===== config.mk =====
export PLATFORM = sky130hd
export DESIGN_NAME = cigar_alignment_rescorer
export DESIGN_NICKNAME = d
export VERILOG_FILES = /design/src/design/car_pkg.sv /design/src/design/car_cfg_regs.sv /design/src/design/car_input_reg.sv /design/src/design/car_charge_calc.sv /design/src/design/car_accum.sv /design/src/design/cigar_alignment_rescorer.sv
export SDC_FILE = /design/constraint.sdc
export NUM_CORES = 1
export LEC_CHECK = 0
export ABC_CLOCK_PERIOD_IN_PS = 9990
export BUFFER_PORTS_ARGS = -buffer_cell sky130_fd_sc_hd__buf_2
export CAP_MARGIN = 0
export CORE_ASPECT_RATIO = 0.6
export CORE_UTILIZATION = 62
export DETAILED_ROUTE_END_ITERATION = 16
export GPL_TIMING_DRIVEN = 0
export MAX_ROUTING_LAYER = met4
export PLACE_DENSITY = 0.8
export RECOVER_POWER = 100
export SYNTH_ARGS = -nofsm -noshare
export SYNTH_HDL_FRONTEND = slang
export SYNTH_SLANG_ARGS = --single-unit

===== constraint.sdc =====
create_clock -name i_clk -period 9.99 [get_ports i_clk]
set_input_delay 1.998 -clock i_clk [delete_from_list [all_inputs] [get_ports i_clk]]
set_output_delay 1.998 -clock i_clk [all_outputs]
set_load 0.02 [all_outputs]

===== src/design/car_pkg.sv =====
// Shared types, constants and helpers for the CIGAR alignment rescorer.
// Used by every module of the block; depends on nothing.
package car_pkg;

    // Longest read the block scores; longer read lengths are clamped to it.
    localparam int unsigned MAX_READ_LENGTH = 1023;

    // Item codes
    typedef enum logic [1:0] {
        OP_PAIR   = 2'd0,
        OP_INSERT = 2'd1,
        OP_DELETE = 2'd2,
        OP_FINISH = 2'd3
    } t_op;

    // Scoring modes; the fourth code scores like fast
    localparam logic [1:0] MODE_NORMAL    = 2'd0;
    localparam logic [1:0] MODE_FAST      = 2'd1;
    localparam logic [1:0] MODE_VERY_FAST = 2'd2;

    // Configuration register indexes
    localparam logic [2:0] CFG_MODE            = 3'd0;
    localparam logic [2:0] CFG_MATCH_REWARD    = 3'd1;
    localparam logic [2:0] CFG_MISMATCH_CHARGE = 3'd2;
    localparam logic [2:0] CFG_PLAIN_MATCH     = 3'd3;
    localparam logic [2:0] CFG_PLAIN_MISMATCH  = 3'd4;
    localparam logic [2:0] CFG_GAP_OPEN        = 3'd5;
    localparam logic [2:0] CFG_GAP_EXTEND      = 3'd6;

    // Configuration reset values
    localparam logic [1:0] RST_MODE            = MODE_NORMAL;
    localparam logic [6:0] RST_MATCH_REWARD    = 7'd1;
    localparam logic [6:0] RST_MISMATCH_CHARGE = 7'd3;
    localparam logic [7:0] RST_PLAIN_MATCH     = 8'd0;
    localparam logic [7:0] RST_PLAIN_MISMATCH  = 8'd15;
    localparam logic [7:0] RST_GAP_OPEN        = 8'd40;
    localparam logic [7:0] RST_GAP_EXTEND      = 8'd6;

    // Fixed gap charges of the fast modes
    localparam int unsigned FAST_GAP_OPEN = 40;
    localparam int unsigned FAST_GAP_EXT  = 6;

    // Accumulator widths: stored, per-item charge, and pre-saturation sum
    localparam int unsigned ACC_W   = 21;
    localparam int unsigned DELTA_W = 22;
    localparam int unsigned SUM_W   = 23;
    localparam logic signed [SUM_W-1:0] SUM_MAX = 23'sd1048575;
    localparam logic signed [SUM_W-1:0] SUM_MIN = -23'sd1048576;

    typedef struct packed {
        logic [1:0]        mode;
        logic [6:0]        match_reward;
        logic [6:0]        mismatch_charge;
        logic signed [7:0] plain_match;
        logic signed [7:0] plain_mismatch;
        logic [7:0]        open_cost;
        logic [7:0]        gap_extend;
    } t_cfg;

    typedef struct packed {
        t_op        op;
        logic [1:0] ref_base;
        logic [1:0] read_base;
        logic [9:0] run_length;
        logic [9:0] read_length;
    } t_item;

    // Charges one item applies to the two accumulators
    typedef struct packed {
        logic signed [DELTA_W-1:0] main_delta;
        logic signed [DELTA_W-1:0] sec_delta;
        logic                      length_error;
    } t_charge;

    // Accumulator add, saturating at the 21-bit signed range
    function automatic logic signed [ACC_W-1:0] sat_acc(
        input logic signed [ACC_W-1:0]   acc,
        input logic signed [DELTA_W-1:0] delta
    );
        logic signed [SUM_W-1:0] a_ext;
        logic signed [SUM_W-1:0] d_ext;
        logic signed [SUM_W-1:0] s;
        a_ext = {{(SUM_W-ACC_W){acc[ACC_W-1]}}, acc};
        d_ext = {{(SUM_W-DELTA_W){delta[DELTA_W-1]}}, delta};
        s = a_ext + d_ext;
        if (s > SUM_MAX) begin
            return SUM_MAX[ACC_W-1:0];
        end else if (s < SUM_MIN) begin
            return SUM_MIN[ACC_W-1:0];
        end
        return s[ACC_W-1:0];
    endfunction

    // 10-bit counter add, saturating at all ones
    function automatic logic [9:0] sat10_add(input logic [9:0] a, input logic [9:0] b);
        logic [10:0] s;
        s = {1'b0, a} + {1'b0, b};
        return s[10] ? 10'h3ff : s[9:0];
    endfunction

    // 11-bit counter add, saturating at all ones
    function automatic logic [10:0] sat11_add(input logic [10:0] a, input logic [9:0] b);
        logic [11:0] s;
        s = {1'b0, a} + {2'b0, b};
        return s[11] ? 11'h7ff : s[10:0];
    endfunction

endpackage


===== src/design/car_cfg_regs.sv =====
// Configuration register file of the rescorer.
// Depends on car_pkg for the register indexes, reset values and t_cfg.
module car_cfg_regs (
    input  logic                i_clk,
    input  logic                i_rst_n,
    input  logic                i_cfg_we,
    input  logic [2:0]          i_cfg_index,
    input  logic [7:0]          i_cfg_data,
    output car_pkg::t_cfg       o_cfg
);

    car_pkg::t_cfg r_cfg;

    // Register writes; unknown indexes are dropped
    always_ff @(posedge i_clk) begin
        if (!i_rst_n) begin
            r_cfg.mode            <= car_pkg::RST_MODE;
            r_cfg.match_reward    <= car_pkg::RST_MATCH_REWARD;
            r_cfg.mismatch_charge <= car_pkg::RST_MISMATCH_CHARGE;
            r_cfg.plain_match     <= car_pkg::RST_PLAIN_MATCH;
            r_cfg.plain_mismatch  <= car_pkg::RST_PLAIN_MISMATCH;
            r_cfg.open_cost       <= car_pkg::RST_GAP_OPEN;
            r_cfg.gap_extend      <= car_pkg::RST_GAP_EXTEND;
        end else if (i_cfg_we) begin
            case (i_cfg_index)
                car_pkg::CFG_MODE:            r_cfg.mode            <= i_cfg_data[1:0];
                car_pkg::CFG_MATCH_REWARD:    r_cfg.match_reward    <= i_cfg_data[6:0];
                car_pkg::CFG_MISMATCH_CHARGE: r_cfg.mismatch_charge <= i_cfg_data[6:0];
                car_pkg::CFG_PLAIN_MATCH:     r_cfg.plain_match     <= i_cfg_data;
                car_pkg::CFG_PLAIN_MISMATCH:  r_cfg.plain_mismatch  <= i_cfg_data;
                car_pkg::CFG_GAP_OPEN:        r_cfg.open_cost       <= i_cfg_data;
                car_pkg::CFG_GAP_EXTEND:      r_cfg.gap_extend      <= i_cfg_data;
                default: ;
            endcase
        end
    end

    assign o_cfg = r_cfg;

endmodule


===== src/design/car_input_reg.sv =====
// Input register stage: captures one beat and releases it to the accumulators.
// Depends on car_pkg for t_item and the item codes.
module car_input_reg (
    input  logic            i_clk,
    input  logic            i_rst_n,
    input  logic            i_in_valid,
    output logic            o_in_ready,
    input  car_pkg::t_item  i_item,
    input  logic            i_out_free,
    output logic            o_go,
    output car_pkg::t_item  o_item
);

    logic           r_valid;
    car_pkg::t_item r_item;
    logic           go;
    logic           take;

    // Only a finish beat needs room in the result register
    assign go   = r_valid && ((r_item.op != car_pkg::OP_FINISH) || i_out_free);
    assign o_in_ready = !r_valid || go;
    assign take = i_in_valid && o_in_ready;

    always_ff @(posedge i_clk) begin
        if (!i_rst_n) begin
            r_valid <= 1'b0;
        end else begin
            r_valid <= take || (r_valid && !go);
        end
    end

    // Payload; cleared at reset so the decode downstream never sees an unknown code
    always_ff @(posedge i_clk) begin
        if (!i_rst_n) begin
            r_item <= '0;
        end else if (take) begin
            r_item <= i_item;
        end
    end

    assign o_go   = go;
    assign o_item = r_item;

endmodule


===== src/design/car_charge_calc.sv =====
// Per-item score charges: pair scores, gap charges and the trailing penalty.
// Depends on car_pkg for t_item, t_cfg, t_charge and the mode codes.
module car_charge_calc (
    input  car_pkg::t_item   i_item,
    input  car_pkg::t_cfg    i_cfg,
    input  logic [10:0]      i_covered,
    output car_pkg::t_charge o_charge
);

    logic        is_pair;
    logic        is_run;
    logic        diff;
    logic        fast;
    logic [9:0]  rlen;
    logic        trail;
    logic [10:0] uncov;
    logic [9:0]  gap_len;
    logic        gap_on;
    logic [12:0] fast_charge;
    logic [17:0] ext_prod;
    logic [21:0] norm_charge;

    // Item decode
    assign is_pair = (i_item.op == car_pkg::OP_PAIR);
    assign is_run  = (i_item.op == car_pkg::OP_INSERT) || (i_item.op == car_pkg::OP_DELETE);
    assign diff    = (i_item.ref_base != i_item.read_base);
    assign fast    = (i_cfg.mode != car_pkg::MODE_NORMAL);

    // Read length clamp and uncovered tail
    assign rlen  = ({22'd0, i_item.read_length} > car_pkg::MAX_READ_LENGTH)
                   ? 10'(car_pkg::MAX_READ_LENGTH) : i_item.read_length;
    assign trail = (i_item.op == car_pkg::OP_FINISH) && (i_covered < {1'b0, rlen});
    assign uncov = {1'b0, rlen} - i_covered;

    assign gap_len = is_run ? i_item.run_length : uncov[9:0];
    assign gap_on  = is_run || trail;

    // Gap charges: fixed affine in fast modes, configured affine in normal mode.
    // In normal mode a run pays open+(len-1)*extend, the tail open+len*extend.
    assign fast_charge = 13'(car_pkg::FAST_GAP_OPEN) + 13'(gap_len) * 13'(car_pkg::FAST_GAP_EXT);
    assign ext_prod    = 18'(gap_len) * 18'(i_cfg.gap_extend);
    assign norm_charge = {4'd0, ext_prod} + {14'd0, i_cfg.open_cost}
                         - (is_run ? {14'd0, i_cfg.gap_extend} : 22'd0);

    // Charge selection
    always_comb begin
        o_charge.main_delta   = '0;
        o_charge.sec_delta    = '0;
        o_charge.length_error = (i_covered > {1'b0, rlen});
        if (is_pair) begin
            if (i_cfg.mode == car_pkg::MODE_VERY_FAST) begin
                o_charge.sec_delta = diff ? (22'd0 - {15'd0, i_cfg.mismatch_charge})
                                          : {15'd0, i_cfg.match_reward};
            end else begin
                o_charge.main_delta = diff
                    ? {{14{i_cfg.plain_mismatch[7]}}, i_cfg.plain_mismatch}
                    : {{14{i_cfg.plain_match[7]}}, i_cfg.plain_match};
            end
        end else if (gap_on) begin
            if (fast) begin
                o_charge.main_delta = {9'd0, fast_charge};
            end else begin
                o_charge.sec_delta = 22'd0 - norm_charge;
            end
        end
    end

endmodule


===== src/design/car_accum.sv =====
// Counters, score accumulators and the result register of the rescorer.
// Depends on car_pkg for t_item, t_charge and the saturating helpers.
module car_accum (
    input  logic                i_clk,
    input  logic                i_rst_n,
    input  logic                i_go,
    input  car_pkg::t_item      i_item,
    input  car_pkg::t_charge    i_charge,
    output logic [10:0]         o_covered,
    output logic                o_out_free,
    output logic                o_out_valid,
    input  logic                i_out_ready,
    output logic [9:0]          o_matched_columns,
    output logic [9:0]          o_inserted_bases,
    output logic [9:0]          o_mismatches,
    output logic [9:0]          o_indel_runs,
    output logic [10:0]         o_covered_length,
    output logic signed [20:0]  o_main_score,
    output logic signed [20:0]  o_secondary_score,
    output logic                o_length_error
);

    // Running state
    logic [9:0]         r_match, n_match;
    logic [9:0]         r_insert, n_insert;
    logic [9:0]         r_mismatch, n_mismatch;
    logic [9:0]         r_indel, n_indel;
    logic [10:0]        r_covered, n_covered;
    logic signed [20:0] r_score, n_score;
    logic signed [20:0] r_sec, n_sec;

    // Result register
    logic               r_out_valid;
    logic [9:0]         r_out_match;
    logic [9:0]         r_out_insert;
    logic [9:0]         r_out_mismatch;
    logic [9:0]         r_out_indel;
    logic [10:0]        r_out_covered;
    logic signed [20:0] r_out_score;
    logic signed [20:0] r_out_sec;
    logic               r_out_len_err;

    logic               is_finish;
    logic               emit;

    assign is_finish  = (i_item.op == car_pkg::OP_FINISH);
    assign emit       = i_go && is_finish;
    assign o_out_free = !r_out_valid || i_out_ready;

    // Per-item state update (before the finish clear)
    always_comb begin
        n_match    = r_match;
        n_insert   = r_insert;
        n_mismatch = r_mismatch;
        n_indel    = r_indel;
        n_covered  = r_covered;
        n_score    = car_pkg::sat_acc(r_score, i_charge.main_delta);
        n_sec      = car_pkg::sat_acc(r_sec, i_charge.sec_delta);
        unique case (i_item.op)
            car_pkg::OP_PAIR: begin
                n_match   = car_pkg::sat10_add(r_match, 10'd1);
                n_covered = car_pkg::sat11_add(r_covered, 10'd1);
                if (i_item.ref_base != i_item.read_base) begin
                    n_mismatch = car_pkg::sat10_add(r_mismatch, 10'd1);
                end
            end
            car_pkg::OP_INSERT: begin
                n_covered = car_pkg::sat11_add(r_covered, i_item.run_length);
                n_insert  = car_pkg::sat10_add(r_insert, i_item.run_length);
                n_indel   = car_pkg::sat10_add(r_indel, 10'd1);
            end
            car_pkg::OP_DELETE: begin
                n_indel = car_pkg::sat10_add(r_indel, 10'd1);
            end
            car_pkg::OP_FINISH: ;
        endcase
    end

    // State registers; a finish clears them after the totals are taken
    always_ff @(posedge i_clk) begin
        if (!i_rst_n || emit) begin
            r_match    <= '0;
            r_insert   <= '0;
            r_mismatch <= '0;
            r_indel    <= '0;
            r_covered  <= '0;
            r_score    <= '0;
            r_sec      <= '0;
        end else if (i_go) begin
            r_match    <= n_match;
            r_insert   <= n_insert;
            r_mismatch <= n_mismatch;
            r_indel    <= n_indel;
            r_covered  <= n_covered;
            r_score    <= n_score;
            r_sec      <= n_sec;
        end
    end

    // Result valid
    always_ff @(posedge i_clk) begin
        if (!i_rst_n) begin
            r_out_valid <= 1'b0;
        end else if (emit) begin
            r_out_valid <= 1'b1;
        end else if (i_out_ready) begin
            r_out_valid <= 1'b0;
        end
    end

    // Result payload
    always_ff @(posedge i_clk) begin
        if (emit) begin
            r_out_match    <= n_match;
            r_out_insert   <= n_insert;
            r_out_mismatch <= n_mismatch;
            r_out_indel    <= n_indel;
            r_out_covered  <= n_covered;
            r_out_score    <= n_score;
            r_out_sec      <= n_sec;
            r_out_len_err  <= i_charge.length_error;
        end
    end

    assign o_covered         = r_covered;
    assign o_out_valid       = r_out_valid;
    assign o_matched_columns = r_out_match;
    assign o_inserted_bases  = r_out_insert;
    assign o_mismatches      = r_out_mismatch;
    assign o_indel_runs      = r_out_indel;
    assign o_covered_length  = r_out_covered;
    assign o_main_score      = r_out_score;
    assign o_secondary_score = r_out_sec;
    assign o_length_error    = r_out_len_err;

    // A finish never lands on a result that is still waiting
    a_no_overwrite: assert property (@(posedge i_clk) disable iff (!i_rst_n)
        emit |-> (!r_out_valid || i_out_ready))
        else $error("finish overwrote a pending result");

    // A result appears only right after a finish beat
    a_valid_source: assert property (@(posedge i_clk) disable iff (!i_rst_n)
        $rose(r_out_valid) |-> $past(emit))
        else $error("result valid without a finish");

    // State is cleared after every finish
    a_clear: assert property (@(posedge i_clk) disable iff (!i_rst_n)
        emit |=> (r_match == 10'd0) && (r_covered == 11'd0) && (r_score == 21'sd0)
                 && (r_sec == 21'sd0))
        else $error("state not cleared after finish");

    // Mismatches are a subset of the aligned pairs, which are part of the coverage
    a_count_order: assert property (@(posedge i_clk) disable iff (!i_rst_n)
        r_out_valid |-> (r_out_mismatch <= r_out_match)
                        && ({1'b0, r_out_match} <= r_out_covered))
        else $error("inconsistent result counts");

endmodule


===== src/design/cigar_alignment_rescorer.sv =====
// Rescores an alignment streamed as pairs, insertion runs, deletion runs and a finish
// beat; takes one beat per cycle through an input register and the accumulators. A finish
// beat's totals are written to the result register when the beat leaves the input
// register and are held there until the result handshake.
// The input side stalls only when a finish beat meets a result that has not been taken;
// every other beat passes a waiting result. Configuration is a plain write port (no
// read-back) and is expected to change only while no beat is in flight.
// Top level; depends on car_pkg, car_cfg_regs, car_input_reg, car_charge_calc, car_accum.
module cigar_alignment_rescorer (
    input  logic               i_clk,
    input  logic               i_rst_n,
    // configuration
    input  logic               i_cfg_we,
    input  logic [2:0]         i_cfg_index,
    input  logic [7:0]         i_cfg_data,
    // item channel
    input  logic               i_in_valid,
    output logic               o_in_ready,
    input  logic [1:0]         i_op,
    input  logic [1:0]         i_ref_base,
    input  logic [1:0]         i_read_base,
    input  logic [9:0]         i_run_length,
    input  logic [9:0]         i_read_length,
    // result channel
    output logic               o_out_valid,
    input  logic               i_out_ready,
    output logic [9:0]         o_matched_columns,
    output logic [9:0]         o_inserted_bases,
    output logic [9:0]         o_mismatches,
    output logic [9:0]         o_indel_runs,
    output logic [10:0]        o_covered_length,
    output logic signed [20:0] o_main_score,
    output logic signed [20:0] o_secondary_score,
    output logic               o_length_error
);

    car_pkg::t_cfg    cfg;
    car_pkg::t_item   in_item;
    car_pkg::t_item   cur_item;
    car_pkg::t_charge charge;
    logic             go;
    logic             out_free;
    logic [10:0]      covered;

    // Pack the input beat
    assign in_item.op          = car_pkg::t_op'(i_op);
    assign in_item.ref_base    = i_ref_base;
    assign in_item.read_base   = i_read_base;
    assign in_item.run_length  = i_run_length;
    assign in_item.read_length = i_read_length;

    car_cfg_regs u_cfg (
        .i_clk       (i_clk),
        .i_rst_n     (i_rst_n),
        .i_cfg_we    (i_cfg_we),
        .i_cfg_index (i_cfg_index),
        .i_cfg_data  (i_cfg_data),
        .o_cfg       (cfg)
    );

    car_input_reg u_in (
        .i_clk      (i_clk),
        .i_rst_n    (i_rst_n),
        .i_in_valid (i_in_valid),
        .o_in_ready (o_in_ready),
        .i_item     (in_item),
        .i_out_free (out_free),
        .o_go       (go),
        .o_item     (cur_item)
    );

    car_charge_calc u_charge (
        .i_item    (cur_item),
        .i_cfg     (cfg),
        .i_covered (covered),
        .o_charge  (charge)
    );

    car_accum u_acc (
        .i_clk             (i_clk),
        .i_rst_n           (i_rst_n),
        .i_go              (go),
        .i_item            (cur_item),
        .i_charge          (charge),
        .o_covered         (covered),
        .o_out_free        (out_free),
        .o_out_valid       (o_out_valid),
        .i_out_ready       (i_out_ready),
        .o_matched_columns (o_matched_columns),
        .o_inserted_bases  (o_inserted_bases),
        .o_mismatches      (o_mismatches),
        .o_indel_runs      (o_indel_runs),
        .o_covered_length  (o_covered_length),
        .o_main_score      (o_main_score),
        .o_secondary_score (o_secondary_score),
        .o_length_error    (o_length_error)
    );

endmodule

==> run metrics <==
DR pass1 iterations 6; YS warnings 0; worst hold slack roughly 470 ps; later-pin clock latency in the skew report 560 ps; total global-route track usage 36.6%; Placed Area 20300 sq um; Final setup violation count 0; Rows 49; TritonCTS clock tree built; die height roughly 140 microns; Post-synth ARST share 0%; status finished, violations left; CTS Root Cell clkbuf_16; clk_skew 18.8 ps; Final period util about 100%; Critical Path RT between 10000 and 15000 ps; number of top-level pins around 140; Setup crit start kind flop; Setup Total Neg Slack 0 ps; First DRT Iteration DRCs 1801; Area growth, synth to finish 11.7%; worst r2r path cells 32; maximum vdd drop between 100 and 150 uV; via/cell ratio 6.16; initial cell density of the core 63.3%; Non-Filler Instances 2785; Die ar. around 31000 sq um; final hold violations 0; Max Freq 103 MHz; syn nets 2445; initial antenna violation count 1; Crit-path slowest cell mux2_1; CP Depth 32; Synth area leaders dfxtp_1 (18%), edfxtp_1 (15%), ha_1 (10%); worst hold stages 2; Top FF cell, synth dfxtp_1; Hold/Removal Path Class reg -> reg; Slew Limit Fails 100; Cell variety after synth 96; commonest cells in the synthesized netlist nand2_1 (319), inv_1 (176), dfxtp_1 (169); synthesized area per cell 8.72 sq um; Finished Cell Area 21300 sq um; first-pass GRT wire length 87000 microns; met2 usage 50.8%; Worst Path Arrival 10050 ps; Vias 17100; M1 GR Usage a little over half; Remaining DRCs 0; Synth top area share 17.7%; sequential-to-total area share from yosys stat 32.5%; total grt overflow 0; layout cells sized above 1 7.49%; Post-Syn Area 19100 sq um; # diodes 0; H-tree levels 1; max-cap violation count 2; CTS sink cnt approximately 260; CP peak stage delay 600 ps; Slew headroom -108%; Reg clk slew, reported paths 70 ps; Max Root-Sink Buffers 3; HPWL Detailed 43600 microns; Inserted Clock Buffers 25; Wirelength per Cell ~20 microns; failing checks capacitance limit, slew limit; busiest grt layer met1; vias in the first global route 15900; met3 Resource Use GR approximately 8.2%; most numerous cell in the Yosys netlist nand2_1; transition time of the tightest slew-check pin approximately 3100 ps; number of synthesized flops with an enable pin 94; P per Cell Area 177 nW/um^2; Synth area leader dfxtp_1; Crit. End Element flop; GPL Wtd Cong 0.957; Crit path max-delay family adder cells; fin nets 2618; Layout Utilization 70.8%; WL final 56900 microns; Worst Path Buf+Inv 6; placed insts roughly 2700; Synth Instances ~2200; Hold Buf Count CTS 0; Port Buf Inserts between 100 and 150; die width 228 microns; Core Area 30100 sq um; static leakage ~9 nW; largest net degree at the start of global routing 56; crit path kind reg -> reg; #FFs+latches synth 263; fill count between 2000 and 2500; Crit Path Max Fanout 11; Routed Antenna Nets 0; Period minus WS final slightly below 10000 ps
[logic make-up (layout without fill, tap and decap cells)]
| logic type | count (synthesis) | count (layout) | share of synthesized area, % |
|---|---|---|---|
| AO/OA/AOI/OAI | 551 | 551 | 19.9 |
| XOR/XNOR | 118 | 118 | 5.46 |
| adder cells (fa/ha/maj) | 217 | 217 | 16.7 |
| buffers and inverters | 261 | 452 | 5.24 |
| flip-flops | 263 | 263 | 32.5 |
| multiplexers | 37 | 37 | 1.96 |
| AND/OR/NAND/NOR | 739 | 739 | 18.2 |
[state kept, by name (all words and copies together) (netlist names), 10 cells and up]
signal / flops
u_acc.o_covered: 11
u_acc.o_covered_length: 11
u_acc.o_indel_runs: 10
u_acc.o_inserted_bases: 10
u_acc.o_main_score: 21
u_acc.o_matched_columns: 10
u_acc.o_mismatches: 10
u_acc.o_secondary_score: 21
u_acc.r_indel: 10
u_acc.r_insert: 10
u_acc.r_match: 10
u_acc.r_mismatch: 10
u_acc.r_score: 21
u_acc.r_sec: 21
u_cfg.o_cfg: 48
u_in.o_item: 26
[stage by stage]
stage | setup WS [ps] | total power, W
after floorplan | 1010 | 0.00231
after global placement | -709 | 0.00260
after detailed placement | -803 | 0.00265
after CTS | 14.9 | 0.00365
after global routing | -91.9 | 0.00397
final | 235 | 0.00377
[power breakdown]
group          switching [W]  internal [W]  total, W
sequential         0.0000338       0.00115   0.00119
combinational       0.000964      0.000633   0.00160
clock               0.000444      0.000539  0.000983
total                0.00144       0.00233   0.00377
[worst reg2reg max path, delay by kind of cell (launching register included)]
family | cells | cell delay [ps]
flip-flops | 1 | 390
buffers and inverters | 6 | 870
XOR/XNOR | 1 | 230
AND/OR/NAND/NOR | 7 | 1690
adder cells (fa/ha/maj) | 7 | 3370
AO/OA/AOI/OAI | 10 | 2360
multiplexers | 1 | 600
[cell type report]
cell class                 instances  area (sq um)  share of cell area, %
multi-input combinational       1662         12100                   57.0
sequential                       263          6210                   29.2
inverter                         178           668                   3.14
clock buffer                      30           644                   3.02
timing repair buffer             147           633                   2.97
tap                              408           510                   2.40
buffer                            82           345                   1.62
clock inverter                    15           154                  0.722
[per-layer routing]
metal  share of wire, %  wire length, microns
met4                2.8                  1590
met3                 11                  6140
met2                 41                 23300
met1                 45                 25900
met5                  0                     0
[timing repair]
item,in CTS,in global routing
endpoints found under the setup margin,41,41
resized for setup,24,52
setup buffers,3,6
pin swaps,2,8
[path summary, 6_finish.rpt]
kind	end	slack, ps	from
setup / recovery	u_acc.o_secondary_score[14]$_DFFE_PP_	240	u_in.o_item[24]$_SDFFE_PN0P_
hold / removal	u_cfg.o_cfg[22]$_SDFFE_PN0P_	470	u_cfg.o_cfg[22]$_SDFFE_PN0P_
setup reg to reg	u_acc.o_secondary_score[14]$_DFFE_PP_	240	u_in.o_item[24]$_SDFFE_PN0P_
hold reg to reg	u_cfg.o_cfg[22]$_SDFFE_PN0P_	470	u_cfg.o_cfg[22]$_SDFFE_PN0P_
[cell usage in the layout, fill, tap and decap left out, types with 13 or more instances in the layout]
cell type | synthesis | routed
mux2i_1 | 35 | 32
dfxtp_1 | 169 | 165
buf_4 | 2 | 13
nor2_1 | 134 | 134
buf_2 | 3 | 39
edfxtp_1 | 94 | 94
clkbuf_1 | 66 | 171
and2_1 | 55 | 55
inv_1 | 176 | 176
a21boi_0 | 54 | 55
a21oi_1 | 142 | 136
a221o_1 | 17 | 17
clkbuf_16 | 0 | 25
a21o_1 | 35 | 34
o21ai_0 | 88 | 90
o21bai_1 | 13 | 13
ha_1 | 154 | 149
nand3_1 | 38 | 38
nor2b_1 | 42 | 42
nand2b_1 | 34 | 34
nand4_1 | 14 | 14
xor2_1 | 46 | 45
o21a_1 | 24 | 24
a211oi_1 | 17 | 18
nand2_1 | 319 | 318
nor3_1 | 44 | 45
fa_1 | 63 | 63
xnor2_1 | 71 | 67
o22ai_1 | 13 | 13
No activity file was read; power rests on OpenSTA's default activity.
